<file path="config.mk">
export PLATFORM = sky130hd
export DESIGN_NAME = modular_exponentiation_flat
export DESIGN_NICKNAME = d
export VERILOG_FILES = /design/src/hdl/me_pkg.sv /design/src/hdl/me_if.sv /design/src/hdl/me_mul.sv /design/src/hdl/me_ctrl.sv /design/src/hdl/modular_exponentiation.sv /design/src/flat_wrapper.sv
export VERILOG_INCLUDE_DIRS = /design/src /design/src/hdl
export SDC_FILE = /design/constraint.sdc
export NUM_CORES = 1
export LEC_CHECK = 0
export BUFFER_PORTS_ARGS = -buffer_cell sky130_fd_sc_hd__buf_4
export CORE_MARGIN = 3
export CORE_UTILIZATION = 55
export DETAILED_ROUTE_END_ITERATION = 16
export GPL_ROUTABILITY_DRIVEN = 0
export PLACE_DENSITY_LB_ADDON = 0.1
export SLEW_MARGIN = 20
export SYNTH_ARGS = -nofsm -noshare
export SYNTH_HDL_FRONTEND = slang
export SYNTH_HIERARCHICAL = 1
export SYNTH_SLANG_ARGS = --single-unit
</file>
<file path="constraint.sdc">
create_clock -name clk -period 6 [get_ports clk]
set_input_delay 1.2 -clock clk [delete_from_list [all_inputs] [get_ports clk]]
set_output_delay 1.2 -clock clk [all_outputs]
set_load 0.02 [all_outputs]
</file>
<file path="src/hdl/modular_exponentiation_assert.svh">
// Assertion macros shared by the modular exponentiation RTL.
// Needs clk and rst_n in scope at the point of use.
`ifndef MODULAR_EXPONENTIATION_ASSERT_SVH
`define MODULAR_EXPONENTIATION_ASSERT_SVH

// Consequent checked in the same cycle as the antecedent.
`define ME_ASSERT_SAME(lbl, ante, cons, msg) \
  lbl: assert property (@(posedge clk) disable iff (!rst_n) (ante) |-> (cons)) \
    else $error(msg);

// Consequent checked in the cycle after the antecedent.
`define ME_ASSERT_NEXT(lbl, ante, cons, msg) \
  lbl: assert property (@(posedge clk) disable iff (!rst_n) (ante) |=> (cons)) \
    else $error(msg);

`endif

</file>
<file path="src/hdl/me_pkg.sv">
// Shared types and constants for the modular exponentiation block.
// No dependencies.
`timescale 1ns / 1ps

package me_pkg;

  localparam int FIELD_W      = 32;
  localparam int OPERAND_BITS = 32;
  localparam int CNT_W        = $clog2(OPERAND_BITS);

  typedef logic [FIELD_W-1:0]      field_t;
  typedef logic [OPERAND_BITS-1:0] operand_t;
  typedef logic [CNT_W-1:0]        bit_cnt_t;

  typedef enum logic [2:0] {
    ST_IDLE,
    ST_RED_GO,
    ST_RED_WAIT,
    ST_SQ_GO,
    ST_SQ_WAIT,
    ST_MUL_GO,
    ST_MUL_WAIT,
    ST_FINISH
  } state_t;

  // sequencer -> modular multiplier
  typedef struct packed {
    logic     start;
    operand_t a;
    operand_t b;
  } mm_cmd_t;

  // modular multiplier -> sequencer
  typedef struct packed {
    logic     done;
    operand_t product;
  } mm_stat_t;

endpackage

</file>
<file path="src/hdl/me_if.sv">
// Handshake channel interfaces for the modular exponentiation block.
// Depends on me_pkg.
`timescale 1ns / 1ps

interface me_in_if;
  logic            valid;
  logic            ready;
  me_pkg::field_t  base;
  me_pkg::field_t  power;
  modport source (output valid, base, power, input ready);
  modport sink   (input valid, base, power, output ready);
endinterface

interface me_out_if;
  logic            valid;
  logic            ready;
  me_pkg::field_t  residue;
  modport source (output valid, residue, input ready);
  modport sink   (input valid, residue, output ready);
endinterface

interface me_cfg_if;
  logic            valid;
  logic            ready;
  me_pkg::field_t  data;
  modport source (output valid, data, input ready);
  modport sink   (input valid, data, output ready);
endinterface

</file>
<file path="src/hdl/me_mul.sv">
// Bit-serial modular multiplier: one multiplier bit per cycle, MSB first.
// Depends on me_pkg and modular_exponentiation_assert.svh.
`timescale 1ns / 1ps
`include "modular_exponentiation_assert.svh"

module me_mul (
  input  logic              clk,
  input  logic              rst_n,
  input  me_pkg::operand_t  modulus_i,
  input  me_pkg::mm_cmd_t   cmd_i,
  output me_pkg::mm_stat_t  stat_o
);

  localparam int W = me_pkg::OPERAND_BITS;
  localparam me_pkg::bit_cnt_t LAST = me_pkg::CNT_W'(W - 1);

  logic             busy_r;
  logic             done_r;
  me_pkg::bit_cnt_t cnt_r;
  me_pkg::operand_t acc_r;
  me_pkg::operand_t mcand_r;
  me_pkg::operand_t mplier_r;

  logic [W:0]       dbl;
  logic [W+1:0]     dbl_add;
  logic [W:0]       n1;
  logic [W+1:0]     n1_w;
  logic [W+1:0]     n2_w;
  me_pkg::operand_t acc_nxt;

  // acc <- 2*acc (+ a) mod n, all candidates formed side by side
  always_comb begin
    dbl     = {acc_r, 1'b0};
    dbl_add = {1'b0, dbl} + {2'b00, mcand_r};
    n1      = {1'b0, modulus_i};
    n1_w    = {2'b00, modulus_i};
    n2_w    = {1'b0, modulus_i, 1'b0};
    if (!mplier_r[W-1]) begin
      acc_nxt = (dbl >= n1) ? W'(dbl - n1) : W'(dbl);
    end else if (dbl >= n1) begin
      acc_nxt = (dbl_add >= n2_w) ? W'(dbl_add - n2_w) : W'(dbl_add - n1_w);
    end else begin
      acc_nxt = (dbl_add >= n1_w) ? W'(dbl_add - n1_w) : W'(dbl_add);
    end
  end

  always_ff @(posedge clk) begin
    if (!rst_n) begin
      busy_r <= 1'b0;
      done_r <= 1'b0;
      cnt_r  <= '0;
    end else begin
      done_r <= 1'b0;
      if (cmd_i.start) begin
        busy_r <= 1'b1;
        cnt_r  <= '0;
      end else if (busy_r) begin
        cnt_r <= cnt_r + 1'b1;
        if (cnt_r == LAST) begin
          busy_r <= 1'b0;
          done_r <= 1'b1;
        end
      end
    end
  end

  always_ff @(posedge clk) begin
    if (cmd_i.start) begin
      acc_r    <= '0;
      mcand_r  <= cmd_i.a;
      mplier_r <= cmd_i.b;
    end else if (busy_r) begin
      acc_r    <= acc_nxt;
      mplier_r <= {mplier_r[W-2:0], 1'b0};
    end
  end

  assign stat_o.done    = done_r;
  assign stat_o.product = acc_r;

  `ME_ASSERT_SAME(a_no_restart, cmd_i.start, !busy_r, "multiply started while busy")
  `ME_ASSERT_NEXT(a_done_after_last, busy_r && !cmd_i.start && (cnt_r == LAST),
                  done_r && !busy_r, "multiply did not finish after last bit")
  `ME_ASSERT_SAME(a_product_reduced, done_r, acc_r < modulus_i, "product not reduced")

endmodule

</file>
<file path="src/hdl/me_ctrl.sv">
// Square-and-multiply sequencer with operand, exponent and result registers.
// Depends on me_pkg, me_if, modular_exponentiation_assert.svh.
`timescale 1ns / 1ps
`include "modular_exponentiation_assert.svh"

module me_ctrl (
  input  logic              clk,
  input  logic              rst_n,
  me_in_if.sink             in_if,
  me_out_if.source          out_if,
  input  me_pkg::operand_t  modulus_i,
  output me_pkg::mm_cmd_t   cmd_o,
  input  me_pkg::mm_stat_t  stat_i
);

  localparam int W = me_pkg::OPERAND_BITS;
  localparam me_pkg::bit_cnt_t LAST = me_pkg::CNT_W'(W - 1);

  me_pkg::state_t   state_r;
  me_pkg::state_t   state_nxt;
  me_pkg::operand_t base_r;
  me_pkg::operand_t exp_r;
  me_pkg::operand_t x_r;
  me_pkg::operand_t acc_r;
  me_pkg::bit_cnt_t bit_cnt_r;
  logic             out_valid_r;
  me_pkg::field_t   residue_r;

  logic             accept;
  logic             out_load;
  logic             last_bit;
  me_pkg::operand_t one;

  assign accept   = in_if.valid && in_if.ready;
  assign last_bit = (bit_cnt_r == LAST);
  // 1 mod n
  assign one      = (modulus_i == me_pkg::operand_t'(1)) ? '0 : me_pkg::operand_t'(1);

  always_comb begin
    state_nxt = state_r;
    case (state_r)
      me_pkg::ST_IDLE: begin
        if (in_if.valid) begin
          state_nxt = (modulus_i == '0) ? me_pkg::ST_FINISH : me_pkg::ST_RED_GO;
        end
      end
      me_pkg::ST_RED_GO: state_nxt = me_pkg::ST_RED_WAIT;
      me_pkg::ST_RED_WAIT: begin
        if (stat_i.done) state_nxt = me_pkg::ST_SQ_GO;
      end
      me_pkg::ST_SQ_GO: state_nxt = me_pkg::ST_SQ_WAIT;
      me_pkg::ST_SQ_WAIT: begin
        if (stat_i.done) begin
          if (exp_r[W-1])    state_nxt = me_pkg::ST_MUL_GO;
          else if (last_bit) state_nxt = me_pkg::ST_FINISH;
          else               state_nxt = me_pkg::ST_SQ_GO;
        end
      end
      me_pkg::ST_MUL_GO: state_nxt = me_pkg::ST_MUL_WAIT;
      me_pkg::ST_MUL_WAIT: begin
        if (stat_i.done) state_nxt = last_bit ? me_pkg::ST_FINISH : me_pkg::ST_SQ_GO;
      end
      me_pkg::ST_FINISH: begin
        if (!out_valid_r || out_if.ready) state_nxt = me_pkg::ST_IDLE;
      end
      default: state_nxt = me_pkg::ST_IDLE;
    endcase
  end

  always_comb begin
    in_if.ready = 1'b0;
    out_load    = 1'b0;
    cmd_o.start = 1'b0;
    cmd_o.a     = acc_r;
    cmd_o.b     = acc_r;
    case (state_r)
      me_pkg::ST_IDLE:   in_if.ready = 1'b1;
      // base mod n is formed as (1 mod n) * base
      me_pkg::ST_RED_GO: begin
        cmd_o.start = 1'b1;
        cmd_o.a     = one;
        cmd_o.b     = base_r;
      end
      me_pkg::ST_SQ_GO:  cmd_o.start = 1'b1;
      me_pkg::ST_MUL_GO: begin
        cmd_o.start = 1'b1;
        cmd_o.b     = x_r;
      end
      me_pkg::ST_FINISH: out_load = !out_valid_r || out_if.ready;
      default: ;
    endcase
  end

  always_ff @(posedge clk) begin
    if (!rst_n) begin
      state_r     <= me_pkg::ST_IDLE;
      out_valid_r <= 1'b0;
    end else begin
      state_r <= state_nxt;
      if (out_load)          out_valid_r <= 1'b1;
      else if (out_if.ready) out_valid_r <= 1'b0;
    end
  end

  always_ff @(posedge clk) begin
    if (accept) begin
      base_r    <= me_pkg::operand_t'(in_if.base);
      exp_r     <= me_pkg::operand_t'(in_if.power);
      acc_r     <= '0;
      bit_cnt_r <= '0;
    end
    if (stat_i.done) begin
      case (state_r)
        me_pkg::ST_RED_WAIT: begin
          x_r   <= stat_i.product;
          acc_r <= one;
        end
        me_pkg::ST_SQ_WAIT: begin
          acc_r <= stat_i.product;
          if (!exp_r[W-1]) begin
            exp_r     <= {exp_r[W-2:0], 1'b0};
            bit_cnt_r <= bit_cnt_r + 1'b1;
          end
        end
        me_pkg::ST_MUL_WAIT: begin
          acc_r     <= stat_i.product;
          exp_r     <= {exp_r[W-2:0], 1'b0};
          bit_cnt_r <= bit_cnt_r + 1'b1;
        end
        default: ;
      endcase
    end
    if (out_load) residue_r <= me_pkg::FIELD_W'(acc_r);
  end

  assign out_if.valid   = out_valid_r;
  assign out_if.residue = residue_r;

  `ME_ASSERT_NEXT(a_busy_after_request, accept, state_r != me_pkg::ST_IDLE,
                  "request accepted but sequencer stayed idle")
  `ME_ASSERT_SAME(a_done_when_waiting, stat_i.done,
                  (state_r == me_pkg::ST_RED_WAIT) || (state_r == me_pkg::ST_SQ_WAIT) ||
                  (state_r == me_pkg::ST_MUL_WAIT), "multiply finished outside a wait state")
  `ME_ASSERT_SAME(a_result_reduced, (state_r == me_pkg::ST_FINISH) && (modulus_i != '0),
                  acc_r < modulus_i, "result not reduced")

endmodule

</file>
<file path="src/hdl/modular_exponentiation.sv">
// Modular exponentiation: residue = base ^ power mod modulus, left-to-right binary.
// Result offered once the request is taken and the operands have passed the bit-serial
// multiplier: a reduction of base, a squaring per bit of power and a multiply per one.
// One request at a time, a new one taken only in idle once the last has finished;
// the next is taken while the last result waits at the output.
// Reset (rst_n low, synchronous) clears control state and sets the modulus to 1.
`timescale 1ns / 1ps

module modular_exponentiation (
  input  logic      clk,
  input  logic      rst_n,
  me_in_if.sink     in_if,
  me_out_if.source  out_if,
  me_cfg_if.sink    cfg_if
);

  me_pkg::field_t   modulus_r;
  me_pkg::mm_cmd_t  mm_cmd;
  me_pkg::mm_stat_t mm_stat;
  me_pkg::operand_t modulus_op;

  assign cfg_if.ready = 1'b1;
  assign modulus_op   = me_pkg::OPERAND_BITS'(modulus_r);

  always_ff @(posedge clk) begin
    if (!rst_n) begin
      modulus_r <= me_pkg::FIELD_W'(1);
    end else if (cfg_if.valid) begin
      modulus_r <= cfg_if.data;
    end
  end

  me_ctrl u_ctrl (
    .clk       (clk),
    .rst_n     (rst_n),
    .in_if     (in_if),
    .out_if    (out_if),
    .modulus_i (modulus_op),
    .cmd_o     (mm_cmd),
    .stat_i    (mm_stat)
  );

  me_mul u_mul (
    .clk       (clk),
    .rst_n     (rst_n),
    .modulus_i (modulus_op),
    .cmd_i     (mm_cmd),
    .stat_o    (mm_stat)
  );

endmodule

</file>
<file path="src/flat_wrapper.sv">
// flat-port wrapper written by rule: the top's interface ports become plain ports
module modular_exponentiation_flat 
  (clk, rst_n, in_if_valid, in_if_base, in_if_power, in_if_ready, out_if_valid, out_if_residue, out_if_ready, cfg_if_valid, cfg_if_data, cfg_if_ready);
  me_in_if in_if_i ();
  me_out_if out_if_i ();
  me_cfg_if cfg_if_i ();
  input  logic clk;
  input  logic rst_n;
  input wire logic [$bits(in_if_i.valid)-1:0] in_if_valid;
  input wire logic [$bits(in_if_i.base)-1:0] in_if_base;
  input wire logic [$bits(in_if_i.power)-1:0] in_if_power;
  output wire logic [$bits(in_if_i.ready)-1:0] in_if_ready;
  output wire logic [$bits(out_if_i.valid)-1:0] out_if_valid;
  output wire logic [$bits(out_if_i.residue)-1:0] out_if_residue;
  input wire logic [$bits(out_if_i.ready)-1:0] out_if_ready;
  input wire logic [$bits(cfg_if_i.valid)-1:0] cfg_if_valid;
  input wire logic [$bits(cfg_if_i.data)-1:0] cfg_if_data;
  output wire logic [$bits(cfg_if_i.ready)-1:0] cfg_if_ready;
  assign in_if_i.valid = in_if_valid;
  assign in_if_i.base = in_if_base;
  assign in_if_i.power = in_if_power;
  assign in_if_ready = in_if_i.ready;
  assign out_if_valid = out_if_i.valid;
  assign out_if_residue = out_if_i.residue;
  assign out_if_i.ready = out_if_ready;
  assign cfg_if_i.valid = cfg_if_valid;
  assign cfg_if_i.data = cfg_if_data;
  assign cfg_if_ready = cfg_if_i.ready;
  modular_exponentiation u_core (.clk(clk), .rst_n(rst_n), .in_if(in_if_i), .out_if(out_if_i), .cfg_if(cfg_if_i));
endmodule
</file>
==> out/metrics.yaml, run 1 <==
power:
  power.total_uw: 13600
  pwr_density_cell_nw_per_um2: 606
  leakage_uw: 0.00912
  ir_worst_vdd_mv: 0.342
global_routing:
  grt_overflow: 0
  antenna_found_initial: 0
  grt_pass1_vias: 15800
  grt_first_pass_wirelength_mm: 85.1
  grt.total_usage: 0.282
  grt_max_degree: 71
clock_tree:
  ctsRootBufferMaster: "clkbuf_16"
  cts_tree: "done"
  clkTransAtPathRegs_ns: 0.05
  cts_sinks: 304
  cts_buffer_depth: 3
  cts_made_buffers: 36
  cts_htree_levels: 2
  clock_latency_ns: 0.56
  cts_hold_buf: 0
sta:
  period_share: 0.946
  hold_viol: 0
  finClkSkew_ns: 0.0315
  min_period_ns: 5.67
  relSlewSlack: 0.352
  setup_viol: 0
  timing.fmax_ghz: 0.176
  worst_pin_slew_ns: 0.971
  slew_violations: 0
  fin_setup_tns_ns: 0
detailed_routing:
  finalWirelength_mm: 55.3
  via_per_inst: 6.12
  routedWlPerCell_um: 20.7
  dr.pass1.iters: 6
  drtIter0Drc: 1397
  drcViolationCount: 0
  num_vias: 16400
  ant_nets: 0
cells_and_area:
  areaGrowthSynthToFinish_pct: 15.7
  finalCoreUtilization: 0.647
  antenna_cells: 0
  drive_above_1_share: 0.159
  nets: 2429
logic_synthesis:
  synthMostInstantiatedCell: "nand2_1"
  synthCells: 2028
  synthArstFlopShare: 0
  yosys_warnings: 6
  yosysUniqueCellTypes: 78
  synth_top_area_frac: 0.247
  synth_seq_area_share: 0.396
  ys_ff_latch: 304
  avgSynthCellArea_um2: 9.58
  synth_top_area_cell: "edfxtp_1"
  synth-edff-count: 160
  syn-cell-area_um2: 19400
  synth_ff_type: "edfxtp_1"
  netlist_top_cells_area: "edfxtp_1 25%, dfxtp_1 15%, ha_1 8.4%"
  synth_top_cells_by_count: "177 x nand2_1, 160 x edfxtp_1, 153 x a21oi_1"
  syn_nets: 2264
worst_setup_path:
  worstSetupPathType: "flip-flop to flip-flop"
  cp-end-kind: "flip-flop"
  crit_arrival_ns: 6.11
  start_kind: "flip-flop"
  path_max_fanout: 15
  cp.required_ns: 6.43
placed_design:
  hpwl_mm: 42.1
  io_buffer_count: 134
floorplanning:
  core_um2: 34700
  die_area_um2: 37600
  rows: 68
  fp.dieW_um: 194
  start_util: 0.559
  io-pin-count: 136
  fp.dieH_um: 194
run_status:
  outcome: "finished clean"
hold_path:
  hp-class: "flip-flop to flip-flop"
run:
  max-cap-violations: 0
-- through the flow --
stage / hold slack, ns / std cells / worst slack (ns) / cell area [µm²]
final: 0.448 / 2676 / 0.326 / 22500
after global placement: 0.433 / 2604 / 0.166 / 21100
after floorplan: 0.424 / 2028 / 0.620 / 19400
after global routing: 0.480 / 2676 / -0.0207 / 22500
after detailed placement: 0.441 / 2604 / -0.0318 / 21100
after CTS: 0.453 / 2672 / 0.0213 / 22300
-- area by class of cell --
cell class	instances	area, µm²
Tap cell	455	569
Fill cell	2905	12200
Inverter	73	274
Clock buffer	48	986
Clock inverter	18	208
Sequential cell	304	7690
Timing Repair Buffer	219	1660
Multi-Input combinational cell	1559	11100
-- placed cells by master, fill, tap and decap left out, types with 10 or more instances in the layout --
cell type  netlist  layout
xnor2_1         70      66
mux2i_1        121     121
nand3_1         38      38
a21oi_1        153     151
o21a_1          10      10
a31oi_1         15      15
o31ai_1         15      14
and3_1          15      15
nand2_1        177     176
nor2b_1         80      79
a211oi_1        19      19
buf_4            7     218
xor2_1          40      39
o21bai_1        14      14
a221oi_1        10      10
nor4_1          19      18
nor2_1         108     106
o211ai_1        13      13
clkbuf_16        0      36
and2_1          16      14
a21o_1          62      62
a22o_1          34      34
mux2_2          42      42
or3_1           13      13
edfxtp_1       160     160
ha_1           131     131
o21ai_1         24      25
o21ai_0        146     145
inv_1           73      73
nand4_1         16      16
nor3_1          19      18
nand2b_1        22      21
dfxtp_1        144     143
-- registers in the layout, indices dropped and copies added (netlist names) --
| register | flops |
|---|---|
| u_core/modulus_op | 32 |
| u_core/u_ctrl/acc_r | 32 |
| u_core/u_ctrl/base_r | 32 |
| u_core/u_ctrl/exp_r | 32 |
| u_core/u_ctrl/out_if.residue | 32 |
| u_core/u_ctrl/x_r | 32 |
| u_core/u_mul/acc_r | 32 |
| u_core/u_mul/mcand_r | 32 |
| u_core/u_mul/mplier_r | 32 |
| u_core/u_ctrl/bit_cnt_r | 5 |
| u_core/u_mul/cnt_r | 5 |
| u_core/u_ctrl/state_r | 3 |
| u_core/u_ctrl/out_if.valid | 1 |
| u_core/u_mul/busy_r | 1 |
| u_core/u_mul/done_r | 1 |
-- critical path, cell delays in order (launching register included) --
cell and delay, ns:
edfxtp_1 0.39, ha_1 0.30, a211oi_1 0.25, o21bai_1 0.17, o41ai_2 0.30, buf_4 0.18, nand2_2 0.10, a32oi_2 0.28
o21ai_0 0.12, a21oi_1 0.19, xnor2_1 0.19, ha_1 0.32, a2111oi_1 0.35, o21ai_0 0.15, a31o_1 0.23, a21o_1 0.17
a211o_1 0.26, o221a_2 0.27, a2111oi_4 0.38, buf_12 0.20, buf_4 0.21, mux2_2 0.35, o21ai_0 0.14, o21ai_0 0.08
-- report_power, final --
part | switching (µW) | leakage [µW] | internal, µW
clock | 888 | 0.000577 | 1300
sequential | 189 | 0.00263 | 2430
combinational | 5140 | 0.00591 | 3660
-- cell families after synthesis --
group / share of synthesized area
AO/OA/AOI/OAI: 0.202
XOR/XNOR: 0.0496
adder cells (fa/ha/maj): 0.0885
buffers and inverters: 0.0404
flip-flops: 0.396
multiplexers: 0.0867
other: 0.000193
AND/OR/NAND/NOR: 0.136
-- layer usage --
layer / share of wire / wire length, µm / vias to the layer above / GRT usage
met2: 0.48 / 26400 / 624 / 0.472
li1: - / - / 7866 / -
met1: 0.40 / 22200 / 7716 / 0.348
met4: 0.055 / 3060 / 0 / 0.151
met3: 0.067 / 3690 / 162 / 0.0526
met5: 0 / 0 / - / 0
-- worst paths after layout --
| check | startpoint | to | slack (ns) | cells past startpoint |
|---|---|---|---|---|
| min | u_core/u_ctrl/exp_r[9] | u_core/u_ctrl/exp_r[10] | 0.45 | 2 |
| max | u_core/u_mul/mcand_r[2] | u_core/u_mul/acc_r[25] | 0.33 | 23 |
| max reg2reg | u_core/u_mul/mcand_r[2] | u_core/u_mul/acc_r[25] | 0.33 | 23 |
| min reg2reg | u_core/u_ctrl/exp_r[9] | u_core/u_ctrl/exp_r[10] | 0.45 | 2 |
-- what timing repair did --
item                                    4_1_cts  5_1_grt
buffers inserted                              2        4
endpoints found under the setup margin        6       32
gates resized for setup                       0       18
pin swaps                                     1        2
(Power assumes the default switching activity.)
==> run 2: changes to the inputs <==
Settings changed: BUFFER_PORTS_ARGS -buffer_cell sky130_fd_sc_hd__buf_4 to unset, CORE_MARGIN 3 to unset, DONT_BUFFER_PORTS set to 1.
==> run 2 against run 1 <==
Count of clock-buffer cells in the layout rose by 2. Worst hold slack improved by 0.0054 ns. Critical path depth did not move. First-iteration DRC count fell by 2.6%. Register-to-register slack got worse by 0.06 ns. Utilization fell by 2.6 points. Largest cell class unchanged.
==> out/metrics.yaml, run 2 (same netlist as run 1, synthesis figures left out) <==
clock_tree:
  clock_latency_ns: 0.56  # about the same
  clkTransAtPathRegs_ns: 0.06  # about the same
  cts_buffer_depth: 3  # unchanged
  ctsRootBufferMaster: "clkbuf_16"
  cts_htree_levels: 2  # unchanged
  cts_sinks: 304  # unchanged
  cts_made_buffers: 35  # -2.8%
  cts_tree: "done"
global_routing:
  grt_first_pass_wirelength_mm: 84.0  # -1.3%
  grt.total_usage: 0.302  # +0.0197
  grt_overflow: 0  # unchanged
  grt_pass1_vias: 15400  # -2.1%
  grt_max_degree: 71  # unchanged
  antenna_found_initial: 0  # unchanged
worst_setup_path:
  cp_slowest_cell: "a2111oi_0"
  crit_family: "compound AO/OA/AOI/OAI gates"
  worstSetupPathType: "flip-flop to flip-flop"
  start_kind: "flip-flop"
  cp-end-kind: "flip-flop"
  path_max_fanout: 7  # -8
  crit_arrival_ns: 6.18  # +0.07 ns
  critical_path.cell_chain: "ha_1 > a21o_1 > a311oi_1 > a21oi_1 > o311a_1 > a2111oi_2 > buf_4 > a21oi_1 > xor2_1 > ha_1 > nand4_1 > nor4_1 > buf_4 > nand3_1 > a21boi_0 > or3_1 > a211oi_4 > buf_4 > buf_4 > buf_4 > a2111oi_0 > a2111oi_0 > nor4_1"
  critical-path-max-stage-delay_ns: 0.52  # +0.13 ns
  critPathBufInv: 5  # +2
  crit_path_frequent_cell: "buf_4"
  cp.required_ns: 6.45  # +0.02 ns
cells_and_area:
  finalCoreUtilization: 0.621  # -0.0264
  stdcell_count: 2544  # -4.9%
  multi_input_area_um2: 11100  # -0.10%
  nets: 2299  # -5.4%
  areaGrowthSynthToFinish_pct: 10.7
  mostFrequentLayoutCells: "176 x nand2_1, 160 x edfxtp_1, 150 x a21oi_1"
  seqCellArea_um2: 7690  # about the same
  drive_above_1_share: 0.107  # -0.0526
  antenna_cells: 0  # unchanged
  final_common_cell: "nand2_1"
  fillers: 2874  # -1.1%
detailed_routing:
  num_vias: 15900  # -3.0%
  drtIter0Drc: 1360  # -2.6%
  finalWirelength_mm: 54.7  # -1.1%
  routedWlPerCell_um: 21.5  # +4.0%
  drcViolationCount: 0  # unchanged
  via_per_inst: 6.24  # +2.0%
  dr.pass1.iters: 5  # -1
  ant_nets: 0  # unchanged
sta:
  slew_violations: 0  # unchanged
  worst_pin_slew_ns: 1.01  # +0.0366 ns
  timing.fmax_ghz: 0.174  # -1.1%
  finClkSkew_ns: 0.0357  # +0.00423 ns
  period_share: 0.956  # +0.0101
  min_period_ns: 5.73  # +0.0608 ns
  hold_viol: 0  # unchanged
  relSlewSlack: 0.328  # -0.0235
  setup_viol: 0  # unchanged
run:
  max-cap-violations: 0  # unchanged
placed_design:
  placed_cells: 2476  # -4.9%
  io_buffer_count: 0  # -100%
  hpwl_mm: 41.6  # -1.1%
floorplanning:
  rows: 68  # unchanged
  fp.dieH_um: 190  # -2.1%
  io-pin-count: 136  # unchanged
  die_area_um2: 36100  # -4.1%
  fp.dieW_um: 190  # -2.1%
  start_util: 0.561  # +0.00137
  core_um2: 34600  # -0.25%
hold_path:
  hp-class: "flip-flop to flip-flop"
power:
  ir_worst_vdd_mv: 0.371  # +8.3%
  leakage_uw: 0.00852  # -6.6%
  pwr_density_cell_nw_per_um2: 636  # +5.0%
run_status:
  outcome: "finished clean"
-- run 2: worst paths after layout --
check / startpoint / end / cells past startpoint / slack (ns)
max: u_core/u_mul/mcand_r[15] / u_core/u_mul/acc_r[7] / 23 / 0.27
min: u_core/u_ctrl/exp_r[6] / u_core/u_ctrl/exp_r[7] / 2 / 0.45
max reg2reg: u_core/u_mul/mcand_r[15] / u_core/u_mul/acc_r[7] / 23 / 0.27
min reg2reg: u_core/u_ctrl/exp_r[6] / u_core/u_ctrl/exp_r[7] / 2 / 0.45
-- run 2: timing repair --
action	CTS	global route
resized for setup	1	15
buffers inserted	0	5
setup endpoints to repair	1	32
hold buffers	0	0
pin swaps	0	2
-- run 2: layout make-up --
class	instances	area share
multi-input combinational	1559	0.515
sequential	304	0.358
clock buffer	50	0.0462
timing repair buffer	90	0.0320
tap	455	0.0265
inverter	73	0.0127
clock inverter	13	0.00984
-- run 2: per-stage QoR --
stage	hold WS (ns)	power, µW	worst slack [ns]	cell area [µm²]	setup TNS, ns
after floorplan	0.424	8800	0.620	19400	0
after global placement	0.432	11000	0.0677	20200	0
after detailed placement	0.442	11100	-0.00531	20200	-0.00531
after CTS	0.452	13400	0.0382	21400	0
after global routing	0.472	14500	-0.0579	21500	-0.0786
final	0.453	13700	0.265	21500	0
-- run 2: layer usage --
layer	track usage	vias to the layer above	wire length [µm]
li1	-	7599	-
met3	0.0603	169	3590
met2	0.509	601	26100
met5	0	-	0
met1	0.360	7508	22000
met4	0.169	0	3000
-- run 2: power breakdown --
| group | leakage (µW) | internal, µW | switching [µW] |
|---|---|---|---|
| combinational | 0.00530 | 3660 | 5170 |
| clock | 0.000591 | 1370 | 863 |
| sequential | 0.00263 | 2430 | 180 |
-- run 2: worst register-to-register path: stages, from the launching register on --
cell	delay (ns)
edfxtp_1	0.39
ha_1	0.36
a21o_1	0.25
a311oi_1	0.28
a21oi_1	0.12
o311a_1	0.38
a2111oi_2	0.35
buf_4	0.19
a21oi_1	0.12
xor2_1	0.47
ha_1	0.22
nand4_1	0.19
nor4_1	0.30
buf_4	0.15
nand3_1	0.07
a21boi_0	0.18
or3_1	0.17
a211oi_4	0.05
buf_4	0.17
buf_4	0.14
buf_4	0.15
a2111oi_0	0.53
a2111oi_0	0.16
nor4_1	0.24
==> run 3: changes to the inputs <==
Settings changed: CORE_MARGIN set to 4.
==> run 3 against run 2 <==
Total power is 1.6% lower. Count of clock-buffer cells in the layout is 5 higher. Sequential power is essentially flat. Global-route usage decreased by 2.5 points. Worst hold slack got worse by 0.0089 ns. Die area rose by 6.4%. Cell count is essentially flat. Clock power is 8% lower. Wire length up 0.43%.
==> out/metrics.yaml, run 3 (same netlist as run 1, synthesis figures left out) <==
sta:
  slew_violations: 0  # unchanged
  finClkSkew_ns: 0.0183  # -0.0174 ns
  grt_setup_unrepaired: "false"
  worst_pin_slew_ns: 1.14  # +0.128 ns
  min_period_ns: 5.81  # +0.0776 ns
  timing.fmax_ghz: 0.172  # -1.3%
  fin_setup_tns_ns: 0  # unchanged
  period_share: 0.969  # +0.0129
  hold_viol: 0  # unchanged
  relSlewSlack: 0.241  # -0.0871
  setup_viol: 0  # unchanged
worst_setup_path:
  crit_arrival_ns: 6.20  # +0.02 ns
  worstSetupPathType: "flip-flop to flip-flop"
  worstReg2RegStart: "u_core/u_mul/acc_r[1]"
  rrSetupSlack_ns: 0.19  # -0.08 ns
  rr_endpoint: "u_core/u_mul/acc_r[0]"
  cp-end-kind: "flip-flop"
  worst_r2r_path_depth: 23  # unchanged
  start_kind: "flip-flop"
  cp.required_ns: 6.39  # -0.06 ns
  path_max_fanout: 19  # +12
cells_and_area:
  finalCoreUtilization: 0.616  # -0.00480
  mostFrequentLayoutCells: "177 x nand2_1, 160 x edfxtp_1, 152 x a21oi_1"
  antenna_cells: 0  # unchanged
  final_common_cell: "nand2_1"
  drive_above_1_share: 0.101  # -0.00570
  stdcell_count: 2543  # -0.039%
  nets: 2297  # -0.087%
  fillers: 3008  # +4.7%
  areaGrowthSynthToFinish_pct: 10.1
global_routing:
  grt.total_usage: 0.277  # -0.0253
  antenna_found_initial: 0  # unchanged
  grt_first_pass_wirelength_mm: 84.7  # +0.75%
  grt_max_degree: 71  # unchanged
  grt_overflow: 0  # unchanged
  grt_pass1_vias: 15400  # -0.17%
floorplanning:
  die_area_um2: 38400  # +6.4%
  fp.dieH_um: 196  # +3.2%
  start_util: 0.559  # -0.00137
  rows: 68  # unchanged
  io-pin-count: 136  # unchanged
  fp.dieW_um: 196  # +3.2%
  core_um2: 34700  # +0.25%
clock_tree:
  cts_sinks: 304  # unchanged
  cts_htree_levels: 2  # unchanged
  clkTransAtPathRegs_ns: 0.06  # about the same
  ctsRootBufferMaster: "clkbuf_16"
  cts_tree: "done"
  cts_buffer_depth: 3  # unchanged
  clock_latency_ns: 0.53  # -0.03 ns
  cts_hold_buf: 0  # unchanged
  cts_made_buffers: 36  # +2.9%
hold_path:
  hp-class: "flip-flop to flip-flop"
  hold_end: "u_core/u_ctrl/exp_r[11]"
  hp-start: "u_core/u_ctrl/exp_r[10]"
  min_path_cells: 2  # unchanged
detailed_routing:
  via_per_inst: 6.22  # -0.35%
  dr.pass1.iters: 6  # +1
  drcViolationCount: 0  # unchanged
  ant_nets: 0  # unchanged
  drtIter0Drc: 1463  # +7.6%
  num_vias: 15800  # -0.39%
  finalWirelength_mm: 55.0  # +0.43%
  routedWlPerCell_um: 21.6  # +0.47%
placed_design:
  placed_cells: 2476  # unchanged
  io_buffer_count: 0  # unchanged
  hpwl_mm: 42.2  # +1.4%
power:
  ir_worst_vdd_mv: 0.468  # +26%
  leakage_uw: 0.00845  # -0.76%
  pwr_density_cell_nw_per_um2: 629  # -1.1%
run:
  max-cap-violations: 0  # unchanged
run_status:
  outcome: "finished clean"
[run 3: per-layer routing]
metal	wire length (µm)	up-vias	global-route usage
met1	22700	7452	0.349
met4	2720	0	0.124
met5	0	-	0
li1	-	7608	-
met3	3060	162	0.0388
met2	26500	593	0.474
[run 3: where the power goes]
| part | switching [µW] | internal (µW) | leakage, µW |
|---|---|---|---|
| sequential | 176 | 2430 | 0.00263 |
| clock | 852 | 1190 | 0.000533 |
| combinational | 5160 | 3640 | 0.00529 |
[run 3: layout make-up]
cell class	count	area, µm²	area share
Multi-Input combinational cell	1559	11100	0.518
Clock inverter	10	106	0.00497
Inverter	73	274	0.0128
Timing Repair Buffer	87	678	0.0317
Clock buffer	55	992	0.0464
Sequential cell	304	7690	0.360
Tap cell	455	569	0.0266
[run 3: metrics by stage]
stage | setup WS (ns) | total power (µW) | hold WS (ns) | area (µm²)
after global routing | 0.00858 | 14300 | 0.473 | 21400
final | 0.188 | 13400 | 0.444 | 21400
after global placement | 0.162 | 10900 | 0.435 | 20200
after detailed placement | 0.0654 | 11000 | 0.444 | 20200
after floorplan | 0.620 | 8800 | 0.424 | 19400
after CTS | 0.0225 | 13100 | 0.445 | 21300
[run 3: worst max-delay path by stage]
| stage | from | end | slack (ns) | cells past startpoint |
|---|---|---|---|---|
| 6_report | u_core/u_mul/acc_r[1] | u_core/u_mul/acc_r[0] | 0.19 | 23 |
| 5_1_grt | u_core/u_mul/mcand_r[13] | u_core/u_mul/acc_r[0] | 0.009 | 23 |
| 4_1_cts | u_core/u_mul/acc_r[0] | u_core/u_mul/acc_r[0] | 0.02 | 25 |
| 3_5_place_dp | u_core/u_mul/acc_r[0] | u_core/u_mul/acc_r[0] | 0.07 | 25 |
| 3_3_place_gp | u_core/u_mul/acc_r[1] | u_core/u_mul/acc_r[0] | 0.16 | 23 |
| 2_1_floorplan | u_core/u_mul/acc_r[0] | u_core/u_mul/acc_r[17] | 0.62 | 22 |
[run 3: critical path: stages, from the launching register on]
cell	delay, ns
dfxtp_1	0.31
buf_4	0.15
ha_1	0.31
a211oi_1	0.24
o21bai_1	0.17
o41ai_2	0.33
nand2_1	0.20
a32oi_2	0.30
o21ai_0	0.12
a21oi_1	0.19
xnor2_1	0.17
ha_1	0.29
a2111oi_1	0.34
o21ai_0	0.19
a31o_1	0.24
a21o_1	0.18
a211o_1	0.26
o221a_2	0.28
a2111oi_4	0.38
buf_12	0.21
and2_1	0.22
nor2_1	0.11
a221oi_2	0.33
a211oi_1	0.12
[run 3: repair_timing]
item                                    in CTS  in global routing
endpoints found under the setup margin       0                 32
resized for setup                            0                 14
setup buffers                                0                  2
